$ cat src/hdl/sida_pkg.sv
`default_nettype none

package sida_pkg;

    // fixed widths of the conversion
    localparam int VALUE_W       = 32;
    localparam int CHAR_W        = 6;
    localparam int DIGIT_W       = 4;
    localparam int NUM_DIGITS    = 10;
    localparam int BCD_W         = NUM_DIGITS * DIGIT_W;
    localparam int IDX_W         = $clog2(NUM_DIGITS);
    localparam int BITS_PER_STEP = 4;
    localparam int NUM_STEPS     = VALUE_W / BITS_PER_STEP;
    localparam int STEP_W        = $clog2(NUM_STEPS);

    // ascii codes, masked to the six-bit character port
    localparam logic [CHAR_W-1:0] CHAR_MINUS = 6'd45;
    localparam logic [CHAR_W-1:0] CHAR_ZERO  = 6'd48;

    typedef logic [BCD_W-1:0] bcd_t;

    // classified request: sign and unsigned magnitude
    typedef struct packed {
        logic               neg;
        logic [VALUE_W-1:0] mag;
    } item_t;

    // converted request: sign and packed bcd digits
    typedef struct packed {
        logic neg;
        bcd_t bcd;
    } digits_t;

    // one double-dabble step: adjust every digit, then shift one bit in
    function automatic bcd_t dabble_shift(bcd_t bcd, logic in_bit);
        bcd_t adj;
        int   d;
        adj = bcd;
        for (d = 0; d < NUM_DIGITS; d++)
        begin
            if (bcd[d*DIGIT_W +: DIGIT_W] >= 4'd5)
            begin
                adj[d*DIGIT_W +: DIGIT_W] = bcd[d*DIGIT_W +: DIGIT_W] + 4'd3;
            end
        end
        return {adj[BCD_W-2:0], in_bit};
    endfunction

endpackage

`default_nettype wire

$ cat src/hdl/sida_front.sv
`default_nettype none

module sida_front
    import sida_pkg::*;
(
    input  wire logic signed [VALUE_W-1:0] value,
    output item_t                          item
);

    logic [VALUE_W-1:0] raw;

    // split into sign and magnitude; the most negative value stays exact unsigned
    assign raw      = value;
    assign item.neg = raw[VALUE_W-1];
    assign item.mag = raw[VALUE_W-1] ? (VALUE_W'(0) - raw) : raw;

endmodule

`default_nettype wire

$ cat src/hdl/sida_fifo.sv
`default_nettype none

module sida_fifo
    import sida_pkg::*;
#(
    parameter int DEPTH = 2
)
(
    input  wire logic  clk,
    input  wire logic  rst_n,
    input  wire logic  push,
    input  wire item_t push_item,
    output logic       full,
    input  wire logic  pop,
    output item_t      pop_item,
    output logic       empty
);

    localparam int PTR_W = (DEPTH > 1) ? $clog2(DEPTH) : 1;
    localparam int CNT_W = $clog2(DEPTH + 1);

    item_t              mem_reg [DEPTH];
    logic [PTR_W-1:0]   wr_ptr_reg;
    logic [PTR_W-1:0]   rd_ptr_reg;
    logic [CNT_W-1:0]   count_reg;
    logic               do_push;
    logic               do_pop;

    assign full     = (count_reg == CNT_W'(DEPTH));
    assign empty    = (count_reg == '0);
    assign do_push  = push && !full;
    assign do_pop   = pop && !empty;
    assign pop_item = mem_reg[rd_ptr_reg];

    // pointers and fill count
    always_ff @(posedge clk or negedge rst_n)
    begin
        if (!rst_n)
        begin
            wr_ptr_reg <= '0;
            rd_ptr_reg <= '0;
            count_reg  <= '0;
        end
        else
        begin
            if (do_push)
            begin
                wr_ptr_reg <= (wr_ptr_reg == PTR_W'(DEPTH - 1)) ? '0 : wr_ptr_reg + 1'b1;
            end
            if (do_pop)
            begin
                rd_ptr_reg <= (rd_ptr_reg == PTR_W'(DEPTH - 1)) ? '0 : rd_ptr_reg + 1'b1;
            end
            if (do_push && !do_pop)
            begin
                count_reg <= count_reg + 1'b1;
            end
            else if (do_pop && !do_push)
            begin
                count_reg <= count_reg - 1'b1;
            end
        end
    end

    // storage
    always_ff @(posedge clk)
    begin
        if (do_push)
        begin
            mem_reg[wr_ptr_reg] <= push_item;
        end
    end

endmodule

`default_nettype wire

$ cat src/hdl/sida_conv.sv
`default_nettype none

module sida_conv
    import sida_pkg::*;
(
    input  wire logic  clk,
    input  wire logic  rst_n,
    input  wire logic  q_empty,
    input  wire item_t q_item,
    output logic       q_pop,
    output logic       res_valid,
    output digits_t    res_data,
    input  wire logic  res_take
);

    typedef enum logic [1:0] {
        ST_IDLE,
        ST_RUN,
        ST_DONE
    } state_t;

    state_t             state_reg;
    logic               neg_reg;
    logic [VALUE_W-1:0] shift_reg;
    bcd_t               bcd_reg;
    logic [STEP_W-1:0]  step_reg;
    logic [VALUE_W-1:0] shift_next;
    bcd_t               bcd_next;

    assign q_pop     = (state_reg == ST_IDLE) && !q_empty;
    assign res_valid = (state_reg == ST_DONE);
    assign res_data  = '{neg: neg_reg, bcd: bcd_reg};

    // four binary bits into the bcd accumulator per cycle
    always_comb
    begin
        bcd_t               t;
        logic [VALUE_W-1:0] s;
        int                 k;
        t = bcd_reg;
        s = shift_reg;
        for (k = 0; k < BITS_PER_STEP; k++)
        begin
            t = dabble_shift(t, s[VALUE_W-1]);
            s = {s[VALUE_W-2:0], 1'b0};
        end
        bcd_next   = t;
        shift_next = s;
    end

    // sequencer and working registers
    always_ff @(posedge clk or negedge rst_n)
    begin
        if (!rst_n)
        begin
            state_reg <= ST_IDLE;
            neg_reg   <= 1'b0;
            shift_reg <= '0;
            bcd_reg   <= '0;
            step_reg  <= '0;
        end
        else
        begin
            case (state_reg)
                ST_IDLE:
                begin
                    if (!q_empty)
                    begin
                        neg_reg   <= q_item.neg;
                        shift_reg <= q_item.mag;
                        bcd_reg   <= '0;
                        step_reg  <= '0;
                        state_reg <= ST_RUN;
                    end
                end
                ST_RUN:
                begin
                    bcd_reg   <= bcd_next;
                    shift_reg <= shift_next;
                    step_reg  <= step_reg + 1'b1;
                    if (step_reg == STEP_W'(NUM_STEPS - 1))
                    begin
                        state_reg <= ST_DONE;
                    end
                end
                ST_DONE:
                begin
                    if (res_take)
                    begin
                        state_reg <= ST_IDLE;
                    end
                end
                default:
                begin
                    state_reg <= ST_IDLE;
                end
            endcase
        end
    end

endmodule

`default_nettype wire

$ cat src/hdl/sida_emit.sv
`default_nettype none

module sida_emit
    import sida_pkg::*;
(
    input  wire logic              clk,
    input  wire logic              rst_n,
    input  wire logic              in_valid,
    input  wire digits_t           in_data,
    output logic                   in_take,
    output logic                   empty,
    input  wire logic              pop,
    output logic [CHAR_W-1:0]      character,
    output logic                   last
);

    logic               busy_reg;
    logic               sign_reg;
    logic [IDX_W-1:0]   idx_reg;
    bcd_t               bcd_reg;
    logic               out_valid_reg;
    logic [CHAR_W-1:0]  char_reg;
    logic               last_reg;
    logic [IDX_W-1:0]   top_idx;
    logic [DIGIT_W-1:0] cur_digit;
    logic               advance;

    assign in_take   = !busy_reg;
    assign empty     = !out_valid_reg;
    assign character = char_reg;
    assign last      = last_reg;
    assign advance   = busy_reg && (!out_valid_reg || pop);
    assign cur_digit = bcd_reg[idx_reg*DIGIT_W +: DIGIT_W];

    // highest non-zero digit, or the units digit for zero
    always_comb
    begin
        int d;
        top_idx = '0;
        for (d = 1; d < NUM_DIGITS; d++)
        begin
            if (in_data.bcd[d*DIGIT_W +: DIGIT_W] != '0)
            begin
                top_idx = IDX_W'(d);
            end
        end
    end

    // character walk and output register
    always_ff @(posedge clk or negedge rst_n)
    begin
        if (!rst_n)
        begin
            busy_reg      <= 1'b0;
            sign_reg      <= 1'b0;
            idx_reg       <= '0;
            bcd_reg       <= '0;
            out_valid_reg <= 1'b0;
            char_reg      <= '0;
            last_reg      <= 1'b0;
        end
        else
        begin
            if (!busy_reg && in_valid)
            begin
                busy_reg <= 1'b1;
                sign_reg <= in_data.neg;
                idx_reg  <= top_idx;
                bcd_reg  <= in_data.bcd;
            end
            if (advance)
            begin
                out_valid_reg <= 1'b1;
                if (sign_reg)
                begin
                    char_reg <= CHAR_MINUS;
                    last_reg <= 1'b0;
                    sign_reg <= 1'b0;
                end
                else
                begin
                    char_reg <= CHAR_ZERO + CHAR_W'(cur_digit);
                    last_reg <= (idx_reg == '0);
                    if (idx_reg == '0)
                    begin
                        busy_reg <= 1'b0;
                    end
                    else
                    begin
                        idx_reg <= idx_reg - 1'b1;
                    end
                end
            end
            else if (pop && out_valid_reg)
            begin
                out_valid_reg <= 1'b0;
            end
        end
    end

endmodule

`default_nettype wire

$ cat src/hdl/signed_int_to_decimal_ascii.sv
// Converts each 32-bit two's-complement request into its decimal ASCII text, one
// character per result, most significant digit first, with a leading minus for
// negative values and no leading zeros; zero gives "0" and the most negative
// value gives "-2147483648". The final character of each text has last set.
// Character codes are the low six bits of ASCII (45 for minus, 48 to 57 for
// digits). A front stage splits sign and magnitude into a short request queue
// (QUEUE_DEPTH entries); the back converts the magnitude to BCD four bits per
// cycle and hands it to a character stage that walks the digits into a
// registered output. Conversion of one request overlaps the output of the one
// before.
`default_nettype none

module signed_int_to_decimal_ascii
    import sida_pkg::*;
#(
    parameter int QUEUE_DEPTH = 2
)
(
    input  wire logic                      clk,
    input  wire logic                      rst_n,
    input  wire logic                      push,
    output logic                           full,
    input  wire logic signed [VALUE_W-1:0] value,
    output logic                           empty,
    input  wire logic                      pop,
    output logic [CHAR_W-1:0]              character,
    output logic                           last
);

    item_t   front_item;
    item_t   q_item;
    logic    q_empty;
    logic    q_pop;
    logic    conv_valid;
    digits_t conv_data;
    logic    conv_take;

    // sign and magnitude split
    sida_front u_front
    (
        .value (value),
        .item  (front_item)
    );

    // request queue between front and back
    sida_fifo #(
        .DEPTH (QUEUE_DEPTH)
    ) u_fifo
    (
        .clk       (clk),
        .rst_n     (rst_n),
        .push      (push),
        .push_item (front_item),
        .full      (full),
        .pop       (q_pop),
        .pop_item  (q_item),
        .empty     (q_empty)
    );

    // binary to bcd
    sida_conv u_conv
    (
        .clk       (clk),
        .rst_n     (rst_n),
        .q_empty   (q_empty),
        .q_item    (q_item),
        .q_pop     (q_pop),
        .res_valid (conv_valid),
        .res_data  (conv_data),
        .res_take  (conv_take)
    );

    // digit walk and output register
    sida_emit u_emit
    (
        .clk       (clk),
        .rst_n     (rst_n),
        .in_valid  (conv_valid),
        .in_data   (conv_data),
        .in_take   (conv_take),
        .empty     (empty),
        .pop       (pop),
        .character (character),
        .last      (last)
    );

endmodule

`default_nettype wire

$ cat config.mk
export PLATFORM = sky130hd
export DESIGN_NAME = signed_int_to_decimal_ascii
export DESIGN_NICKNAME = d
export VERILOG_FILES = /design/src/hdl/sida_pkg.sv /design/src/hdl/sida_front.sv /design/src/hdl/sida_fifo.sv /design/src/hdl/sida_conv.sv /design/src/hdl/sida_emit.sv /design/src/hdl/signed_int_to_decimal_ascii.sv
export SDC_FILE = /design/constraint.sdc
export NUM_CORES = 1
export LEC_CHECK = 0
export BUFFER_PORTS_ARGS = -buffer_cell sky130_fd_sc_hd__buf_2
export CAP_MARGIN = 20
export CORE_ASPECT_RATIO = 1.5
export CORE_UTILIZATION = 35
export DETAILED_ROUTE_END_ITERATION = 12
export HOLD_SLACK_MARGIN = 0.03
export PLACE_DENSITY_LB_ADDON = 0.3
export SLEW_MARGIN = 20
export SYNTH_ARGS = -nofsm -noshare
export SYNTH_HDL_FRONTEND = slang
export SYNTH_SLANG_ARGS = --single-unit
export TNS_END_PERCENT = 50
$ cat constraint.sdc
create_clock -name clk -period 4.6 [get_ports clk]
set_input_delay 0.69 -clock clk [delete_from_list [all_inputs] [get_ports clk]]
set_output_delay 0.69 -clock clk [all_outputs]
set_load 0.03 [all_outputs]
; After elaboration in Yosys (flattened, before gate mapping)
; Memories as Yosys holds them, arrays and structs flattened.
; Index checks and enable logic that the tools add are counted.
[op_classes]
add_sub_neg = 48
magnitude_cmp = 40
n_eq_ne = 7
shifts = 1
muxes = 81
bitwise_logic = 1
reduce_logical = 33
[ops]
columns = cell, n
row1 = $mux 4, 48
row2 = $ge 4x3->1 const B, 40
row3 = $add 4x2->4 const B, 36
row4 = $pmux 40 s2, 1
row5 = $mux 32, 2
row6 = $pmux 32 s2, 1
row7 = $mux 40, 1
row8 = $shiftx 40x7->4, 1
row9 = $reduce_bool 4->1, 9
row10 = $sub 1x32->32 const A, 1
row11 = $mux 1, 15
row12 = $mux 3, 5
row13 = $add 3x2->3 const B, 4
row14 = $mux 2, 5
row15 = $logic_and 1x1->1, 8
row16 = $add 5x5->6 const A, 1
row17 = $logic_not 1->1, 6
row18 = $mux 6, 1
row19 = $pmux 2 s3, 1
row20 = $pmux 3 s2, 1
row21 = $reduce_bool 2->1, 3
row22 = $eq 2x2->1 const B, 2
row23 = $logic_not 2->1, 2
row24 = $logic_not 4->1, 1
row25 = other kinds (13), 16
[totals]
ff_bits = 136
ram_bits = 66
input_bits = 36
output_inout_bits = 9
wordCells = 227
memories = 1
[memory_table]
columns = memory, words, width, read_ports, rd_ports_with_merged_regs, write_ports, line
row1 = u_fifo.mem_reg, 2, 33, 1, 0, 1, sida_fifo.sv:22  ; item_t mem_reg [DEPTH];

; Depth between registers and ports, before layout
; Gate-level depths: netlist (run 1).
[depth]
word_depth = 14
depth_mapped = 21

; Hierarchy
; A second synthesis (run 1) with hierarchy kept.
[hier_totals]
cells_unflattened = 1589
hier_area_um2 = 14345.0
[modules_own_cells]
columns = mod, instances, cells_each, area_each_um2, seq_area_each_um2
row1 = sida_conv, 1, 1095, 8295.5, 1951.9
row2 = sida_fifo, 1, 122, 2730.1, 2082.0
row3 = sida_emit, 1, 275, 2620.0, 1351.3
row4 = sida_front, 1, 97, 699.4, 0.0

; Least setup slack after synthesis (run 1)
; Ideal clock, no wire load.
[synth_path]
path_type = register to register
from = register u_conv.bcd_reg[16]
to = register u_conv.bcd_reg[17]
arrival_time_ps = 3809
slack_ps = 658
path_stages_with_launch = 22
cell_sequence = dfrtp_1 -> inv_1 -> ha_1 -> and2b_1 -> o21ai_0 -> nor2_1 -> inv_1 -> ha_1 -> o21bai_1 -> a211oi_2 -> nor2_1 -> inv_1 -> ha_1 -> nor3_1 -> a222oi_1 -> o31a_1 -> inv_1 -> ha_1 -> nor4_1 -> nor3b_1 -> o311ai_0 -> nand2_1
[synth_via]
elab_chain_cells = 9
elab_cells_between_ends = 12
cone_classes = add/sub: 3 / order compare: 4 / mux: 5
[synth_rtl]
columns = element, line
row1 = "start, declared", sida_conv.sv:25  ; bcd_t bcd_reg;
row2 = "start signal, assigned", sida_conv.sv:78  ; bcd_reg <= bcd_next;
row3 = $add 4x2->4 or $ge 4x3->1 (tied branches), "sida_pkg.sv:43, sida_pkg.sv:41"
row4 = $mux 4 (*), sida_pkg.sv:41  ; if (bcd[d*DIGIT_W +: DIGIT_W] >= 4'd5)
row5 = $add 4x2->4 or $ge 4x3->1 (tied branches), "sida_pkg.sv:43, sida_pkg.sv:41"
row6 = $mux 4 (*), sida_pkg.sv:41
row7 = $add 4x2->4 or $ge 4x3->1 (tied branches), "sida_pkg.sv:43, sida_pkg.sv:41"
row8 = $mux 4 (*), sida_pkg.sv:41
row9 = $ge 4x3->1 (*), sida_pkg.sv:41
row10 = $mux 4 (*), sida_pkg.sv:41
row11 = $pmux 40 s2 (*), sida_conv.sv:64  ; case (state_reg)
; Mark *: on every way between the ends. The rest lies on a longest branch, timed or not.
; A chain may end at the register's enable or synchronous reset.

; Worst setup path after layout (run 1)
; Ends and elaborated chain as after synthesis.

==> results.py, run 1 <==
metrics = {
    "detailed_routing": {
        "vias": 11600,
        "totalWireLength_um": 33600,
        "route.detailed.drc": 6,
        "drtAntennaViolNets": 0,
        "dr.pass1.iters": 9,
        "drt_iter0_drc": 478,
        "wl_per_cell_um": 15.9,
        "vias_per_cell": 5.50,
    },
    "cells_and_area": {
        "largest_reg_flops": 66,
        "drive_above_1_share_pct": 11.8,
        "n_antenna_cell": 0,
        "areaGrowthSynthToFinish_pct": 10.6,
        "final_common_cell": "nand2_1",
        "layout.nets": 1677,
        "final_cell_mix": "241 x nand2_1, 135 x dfrtp_1, 130 x o21ai_0",
    },
    "synth": {
        "netlist_instances": 1580,
        "yosys_most_used_dff": "dfrtp_1",
        "syn-mean-instance-area_sq_um": 8.90,
        "ys_seq_area_share_pct": 38.3,
        "syn_area_sq_um": 14100,
        "synthesis.nets": 1668,
        "ys_types": 107,
        "synth_edf_count": 66,
        "ys_async_sr_fraction_pct": 67.3,
        "yosys_warnings": 0,
        "synth_seq_cells": 202,
    },
    "hold_path": {
        "worst_hold_path_type": "input port to async pin",
    },
    "critical_path": {
        "start_kind": "flop",
        "crit_type": "flop to flop",
        "path_delay_family": "compound AO/OA/AOI/OAI gates",
        "crit_buf_inv": 4,
        "cp_max_fo": 7,
        "arrival_ns": 4.74,
        "r2r-start": "u_conv.bcd_reg[16]$_DFFE_PN0P_",
        "path_cells": "inv_1 -> ha_2 -> and2b_1 -> o21ai_0 -> nor2_1 -> inv_1 -> ha_1 -> o21bai_1 -> a211oi_2 -> nor2_1 -> inv_1 -> ha_1 -> nor3_1 -> a222oi_1 -> o31a_1 -> inv_1 -> ha_1 -> nor4_1 -> nor3b_1 -> o311ai_1 -> nand2_1",
        "r2r_end": "u_conv.bcd_reg[17]$_DFFE_PN0P_",
        "crit_top_cell": "inv_1",
        "critPathRequiredTime_ns": 4.98,
        "endpoint_kind": "flop",
        "slowest_stage": "dfrtp_1",
        "rr_worst_depth": 21,
        "cpPeakStageDelay_ns": 0.47,
        "rrSetupSlack_ns": 0.24,
    },
    "floorplan": {
        "row_count": 89,
        "die_h_um": 247,
        "ios": 45,
        "core_area_sq_um": 39400,
        "die_width_um": 166,
        "dieArea_sq_um": 41000,
        "initial_core_util_pct": 35.7,
    },
    "timing": {
        "slew_headroom_pct": 29.4,
        "fmax_ghz": 0.229,
        "setup_viol": 0,
        "fin_ws_ns": 0.240,
        "period_share_pct": 94.8,
        "hold_viol_final": 0,
        "skew_ns": 0.0253,
        "hold_ws_ns": 0.202,
        "fin_crit_ns": 4.36,
        "tightest_slew_ns": 1.06,
        "slew_viol_final": 0,
    },
    "global_route": {
        "grt_max_degree": 82,
        "grt_overflow_total": 0,
        "grt_pass1_vias": 11400,
        "antenna_found_initial": 0,
        "gr-usage-all-layers_pct": 16.4,
        "grt_first_pass_wirelength_um": 55900,
    },
    "clock_network": {
        "clkLatencyLatePin_ns": 0.52,
        "holdBufCountCts": 0,
        "h-tree-depth": 1,
        "clock_path_buffers": 3,
        "clock-sinks": 202,
        "clk_pin_slew_ns": 0.06,
        "cts_root_buf": "clkbuf_16",
        "cts_tree": "built",
        "cts_buffers": 23,
    },
    "placed_design": {
        "place.gp.congestion": 0.846,
        "place_ws_ns": 0.154,
        "portBuffers": 44,
        "hpwl_um": 24600,
    },
    "outcome": {
        "outcome": "complete, but fails checks",
        "violations": "design-rule violations",
    },
    "flow_run": {
        "cap_violations": 0,
    },
}
==> per-layer routing <==
layer  up-vias  global-route usage (%)  share of wire, %
met5         -                       0                 0
met4         0                    4.95               2.4
met3        50                    1.39               2.3
met2       192                    32.9                54
met1      5539                    18.1                42
li1       5810                       -                 -
==> final cells by class <==
type                       count  area [sq um]
tap                          500           626
sequential                   202          5390
clock buffer                  28           604
multi-input combinational   1225          8100
inverter                      75           282
timing repair buffer          62           374
fill                        3963         23900
clock inverter                14           185
==> worst reg2reg max path, stage by stage (launching register included) <==
cell and delay (ns):
dfrtp_1 0.47, inv_1 0.11, ha_2 0.25, and2b_1 0.19, o21ai_0 0.16, nor2_1 0.20, inv_1 0.07, ha_1 0.23
o21bai_1 0.20, a211oi_2 0.27, nor2_1 0.11, inv_1 0.07, ha_1 0.21, nor3_1 0.08, a222oi_1 0.43, o31a_1 0.23
inv_1 0.05, ha_1 0.21, nor4_1 0.30, nor3b_1 0.09, o311ai_1 0.25, nand2_1 0.07
==> Yosys cell counts (12+ instances only) <==
| library cell | count | share of area (%) |
|---|---|---|
| dfrtp_1 | 136 | 24 |
| nand2_1 | 241 | 6.4 |
| and3_1 | 12 | 0.53 |
| or2_2 | 14 | 0.62 |
| edfxtp_1 | 66 | 14 |
| a21oi_1 | 70 | 2.5 |
| xnor2_1 | 36 | 2.2 |
| nor2_1 | 126 | 3.4 |
| o21ai_0 | 130 | 4.6 |
| ha_1 | 52 | 4.6 |
| inv_1 | 73 | 1.9 |
| o21ai_1 | 25 | 0.89 |
| buf_2 | 16 | 0.57 |
| and2_1 | 14 | 0.62 |
| a21o_1 | 14 | 0.75 |
| nand3_1 | 19 | 0.68 |
| clkbuf_1 | 55 | 1.5 |
| o21a_1 | 20 | 1.1 |
| a211oi_1 | 25 | 1.3 |
| or3_1 | 15 | 0.67 |
| o31ai_1 | 14 | 0.75 |
| mux2i_1 | 64 | 4.6 |
| nand2b_1 | 29 | 1.3 |
| o211ai_1 | 17 | 0.91 |
| nor3_1 | 33 | 1.2 |
==> cells by family after synthesis <==
| logic type | share of synthesized area [%] |
|---|---|
| xor+xnor | 2.55 |
| simple gates | 19.0 |
| compound gates | 24.3 |
| buf+inv | 4.31 |
| flops | 38.3 |
| fa+ha+maj | 4.63 |
| mux | 6.92 |
==> how the worst max path moves through the flow <==
stage,slack [ns],cells after the start,from,end
after global routing,-0.08,21,u_conv.bcd_reg[16]$_DFFE_PN0P_,u_conv.bcd_reg[17]$_DFFE_PN0P_
after detailed placement,0.15,21,u_conv.bcd_reg[16]$_DFFE_PN0P_,u_conv.bcd_reg[17]$_DFFE_PN0P_
final,0.24,21,u_conv.bcd_reg[16]$_DFFE_PN0P_,u_conv.bcd_reg[17]$_DFFE_PN0P_
after floorplan,0.66,21,u_conv.bcd_reg[16]$_DFFE_PN0P_,u_conv.bcd_reg[17]$_DFFE_PN0P_
after global placement,0.34,19,u_conv.bcd_reg[32]$_DFFE_PN0P_,u_conv.bcd_reg[33]$_DFFE_PN0P_
after CTS,0.10,21,u_conv.bcd_reg[16]$_DFFE_PN0P_,u_conv.bcd_reg[17]$_DFFE_PN0P_
==> through the flow <==
stage,utilization (%),std cells,area [sq um],setup TNS (ns)
2_1_floorplan,-,1580,14100,0
3_3_place_gp,37.3,2060,14700,0
3_5_place_dp,37.3,2060,14700,0
4_1_cts,39.3,2102,15500,0
5_1_grt,39.5,2106,15600,-0.0752
6_report,39.5,2106,15600,0
==> repair_timing <==
item | 4_1_cts | 5_1_grt
hold endpoints to repair | 0 | 0
buffers inserted | 0 | 4
resized for setup | 0 | 6
endpoints found under the setup margin | 0 | 2
Power of run 1 is left out: the tool's default activity adds up to more than one toggle a clock period on the data nets, which glitch-free logic cannot reach.
==> inputs of run 2 (changes only) <==
Settings changed: ABC_AREA set to 1.
==> run 2 against run 1 <==
  * The run now ends clean
  * Synthesized area fell by 7.0%
  * Setup slack improved by 0.94 ns
  * Clock skew fell by 0.0060 ns
  * Final area decreased by 6.6%
  * Synthesized cell count increased by 6.1%
  * Clock-buffer cell count rose by 5
  * Hold slack improved by 0.015 ns
  * Core utilization about the same
  * Wire length fell by 7.4%
==> results.py, run 2 <==
metrics = {
    "outcome": {
        "outcome": "complete, no violations",
    },
    "critical_path": {
        "crit_type": "flop to flop",
        "cp_max_fo": 5,
        "cpPeakStageDelay_ns": 0.40,
        "endpoint_kind": "flop",
        "rrSetupSlack_ns": 1.18,
        "rr_worst_depth": 28,
        "start_kind": "flop",
        "r2r_end": "u_conv.bcd_reg[37]$_DFFE_PN0P_",
        "crit_top_cell": "nand2_1",
        "arrival_ns": 3.82,
        "r2r-start": "u_conv.bcd_reg[32]$_DFFE_PN0P_",
        "slowest_stage": "dfrtp_1",
        "critPathRequiredTime_ns": 5.01,
    },
    "synth": {
        "netlist_instances": 1676,
        "yosys_most_used_dff": "dfrtp_1",
        "synth_top_family_by_area": "simple AND/OR/NAND/NOR gates",
        "syn-mean-instance-area_sq_um": 7.80,
        "synth_edf_count": 66,
        "yosys-top-cells-area": "dfrtp_1 26%, edfxtp_1 15%, nand2_1 13%",
        "synth_xor_area_share_pct": 3.29,
        "ys_types": 52,
        "synth_compound_gate_area_share_pct": 12.0,
        "synth_seq_cells": 202,
        "synth.area.mux_share_pct": 0.0766,
        "syn_area_sq_um": 13100,
        "ys_async_sr_fraction_pct": 67.3,
        "synth.top_cells.by_count": "442 x nand2_1, 187 x inv_1, 136 x dfrtp_1",
        "synth-adder-area-share_pct": 4.98,
        "yosys_warnings": 0,
        "synth_top_cell_by_area": "dfrtp_1",
        "post-synth-top-count-cell": "nand2_1",
        "synthesis.nets": 1764,
        "synth_top_cell_area_share_pct": 26.0,
        "synthSimpleGateAreaFrac_pct": 31.0,
        "ys_seq_area_share_pct": 41.2,
    },
    "global_route": {
        "gr-usage-all-layers_pct": 16.9,
        "grt_overflow_total": 0,
        "antenna_found_initial": 0,
        "grt_pass1_vias": 11000,
        "grt_first_pass_wirelength_um": 52400,
        "grt_max_degree": 83,
    },
    "clock_network": {
        "cts_tree": "built",
        "clk_pin_slew_ns": 0.06,
        "postCtsSetupBuffers": 0,
        "cts_resized": 0,
        "clkLatencyLatePin_ns": 0.52,
        "cts_root_buf": "clkbuf_16",
        "clock-sinks": 202,
        "cts_buffers": 22,
        "h-tree-depth": 1,
        "holdBufCountCts": 0,
        "clock_path_buffers": 3,
    },
    "cells_and_area": {
        "final_cell_mix": "442 x nand2_1, 187 x inv_1, 136 x dfrtp_1",
        "largest_reg_flops": 66,
        "layout.nets": 1799,
        "drive_above_1_share_pct": 14.4,
        "n_antenna_cell": 0,
        "areaGrowthSynthToFinish_pct": 11.2,
        "final_common_cell": "nand2_1",
    },
    "timing": {
        "setup_viol": 0,
        "fin_crit_ns": 3.42,
        "fmax_ghz": 0.293,
        "tightest_slew_ns": 0.962,
        "hold_viol_final": 0,
        "period_share_pct": 74.2,
        "hold_ws_ns": 0.217,
        "slew_viol_final": 0,
        "rsz0062_at_grt": "false",
        "skew_ns": 0.0193,
        "tns_ns": 0,
        "slew_headroom_pct": 35.8,
    },
    "floorplan": {
        "dieArea_sq_um": 38100,
        "ios": 45,
        "die_width_um": 160,
        "die_h_um": 239,
        "row_count": 86,
        "core_area_sq_um": 36800,
        "initial_core_util_pct": 35.5,
    },
    "detailed_routing": {
        "drtAntennaViolNets": 0,
        "vias": 10900,
        "dr.pass1.iters": 5,
        "drt_iter0_drc": 540,
        "wl_per_cell_um": 14.1,
        "route.detailed.drc": 0,
        "vias_per_cell": 4.93,
        "totalWireLength_um": 31100,
    },
    "placed_design": {
        "place.gp.congestion": 0.848,
        "hpwl_um": 23100,
        "portBuffers": 44,
    },
    "flow_run": {
        "cap_violations": 0,
    },
    "hold_path": {
        "worst_hold_path_type": "input port to async pin",
    },
}
==> run 2: cell count changes after synthesis, sizes merged, moves of 27 or more <==
| cell | before | now |
|---|---|---|
| nor3 | 36 | 9 |
| nand2b | 30 | 0 |
| inv | 74 | 206 |
| nand2 | 241 | 511 |
| nand4 | 4 | 34 |
| a211oi | 33 | 0 |
| xor2 | 5 | 32 |
| nand3 | 20 | 147 |
| mux2i | 67 | 1 |
==> run 2: cell families after synthesis <==
logic type               Yosys count
AND/OR/NAND/NOR                  852
AO/OA/AOI/OAI                    273
buffers and inverters            252
flip-flops                       202
adder cells (fa/ha/maj)           52
XOR/XNOR                          44
multiplexers                       1
==> run 2: layer usage <==
layer | part of all wire, % | global-route usage (%) | vias up
met5 | 0 | 0 | -
met3 | 2.5 | 1.79 | 58
met2 | 56 | 34.4 | 148
met4 | 3.3 | 5.97 | 0
met1 | 39 | 17.4 | 5120
li1 | - | - | 5575
==> run 2: worst max path at each step <==
stage | start | endpoint | slack [ns] | cells after the start
5_1_grt | u_conv.bcd_reg[32]$_DFFE_PN0P_ | u_conv.bcd_reg[37]$_DFFE_PN0P_ | 0.59 | 28
3_5_place_dp | u_conv.bcd_reg[32]$_DFFE_PN0P_ | u_conv.bcd_reg[37]$_DFFE_PN0P_ | 1.20 | 28
3_3_place_gp | u_conv.bcd_reg[33]$_DFFE_PN0P_ | u_conv.bcd_reg[38]$_DFFE_PN0P_ | 1.30 | 28
4_1_cts | u_conv.bcd_reg[32]$_DFFE_PN0P_ | u_conv.bcd_reg[37]$_DFFE_PN0P_ | 1.18 | 28
6_report | u_conv.bcd_reg[32]$_DFFE_PN0P_ | u_conv.bcd_reg[37]$_DFFE_PN0P_ | 1.18 | 28
2_1_floorplan | u_conv.bcd_reg[32]$_DFFE_PN0P_ | u_conv.bcd_reg[37]$_DFFE_PN0P_ | 1.57 | 28
==> run 2: worst max-delay path: cells and delay by family, from the launching register on <==
kind	cells	cell delay, ns
adders and majority gates	4	0.72
buffers and inverters	5	0.42
DFF	1	0.40
and+or+nand+nor	19	1.77
==> run 2: area by class of cell <==
| class | count | area (sq um) |
|---|---|---|
| fill | 3806 | 22300 |
| multi-input combinational | 1222 | 6740 |
| sequential | 202 | 5390 |
| inverter | 207 | 777 |
| clock buffer | 33 | 653 |
| tap | 484 | 606 |
| timing repair buffer | 56 | 337 |
| clock inverter | 7 | 35.0 |
==> run 2: stage by stage <==
step	worst slack, ns	instances	util, %	area, sq um
floorplan	1.57	1676	-	13100
global placement	1.30	2170	37.5	13800
detailed placement	1.20	2171	37.6	13800
CTS	1.18	2211	39.5	14500
global route	0.591	2211	39.5	14500
finish	1.18	2211	39.5	14500
Power of run 2 is left out for the same reason.
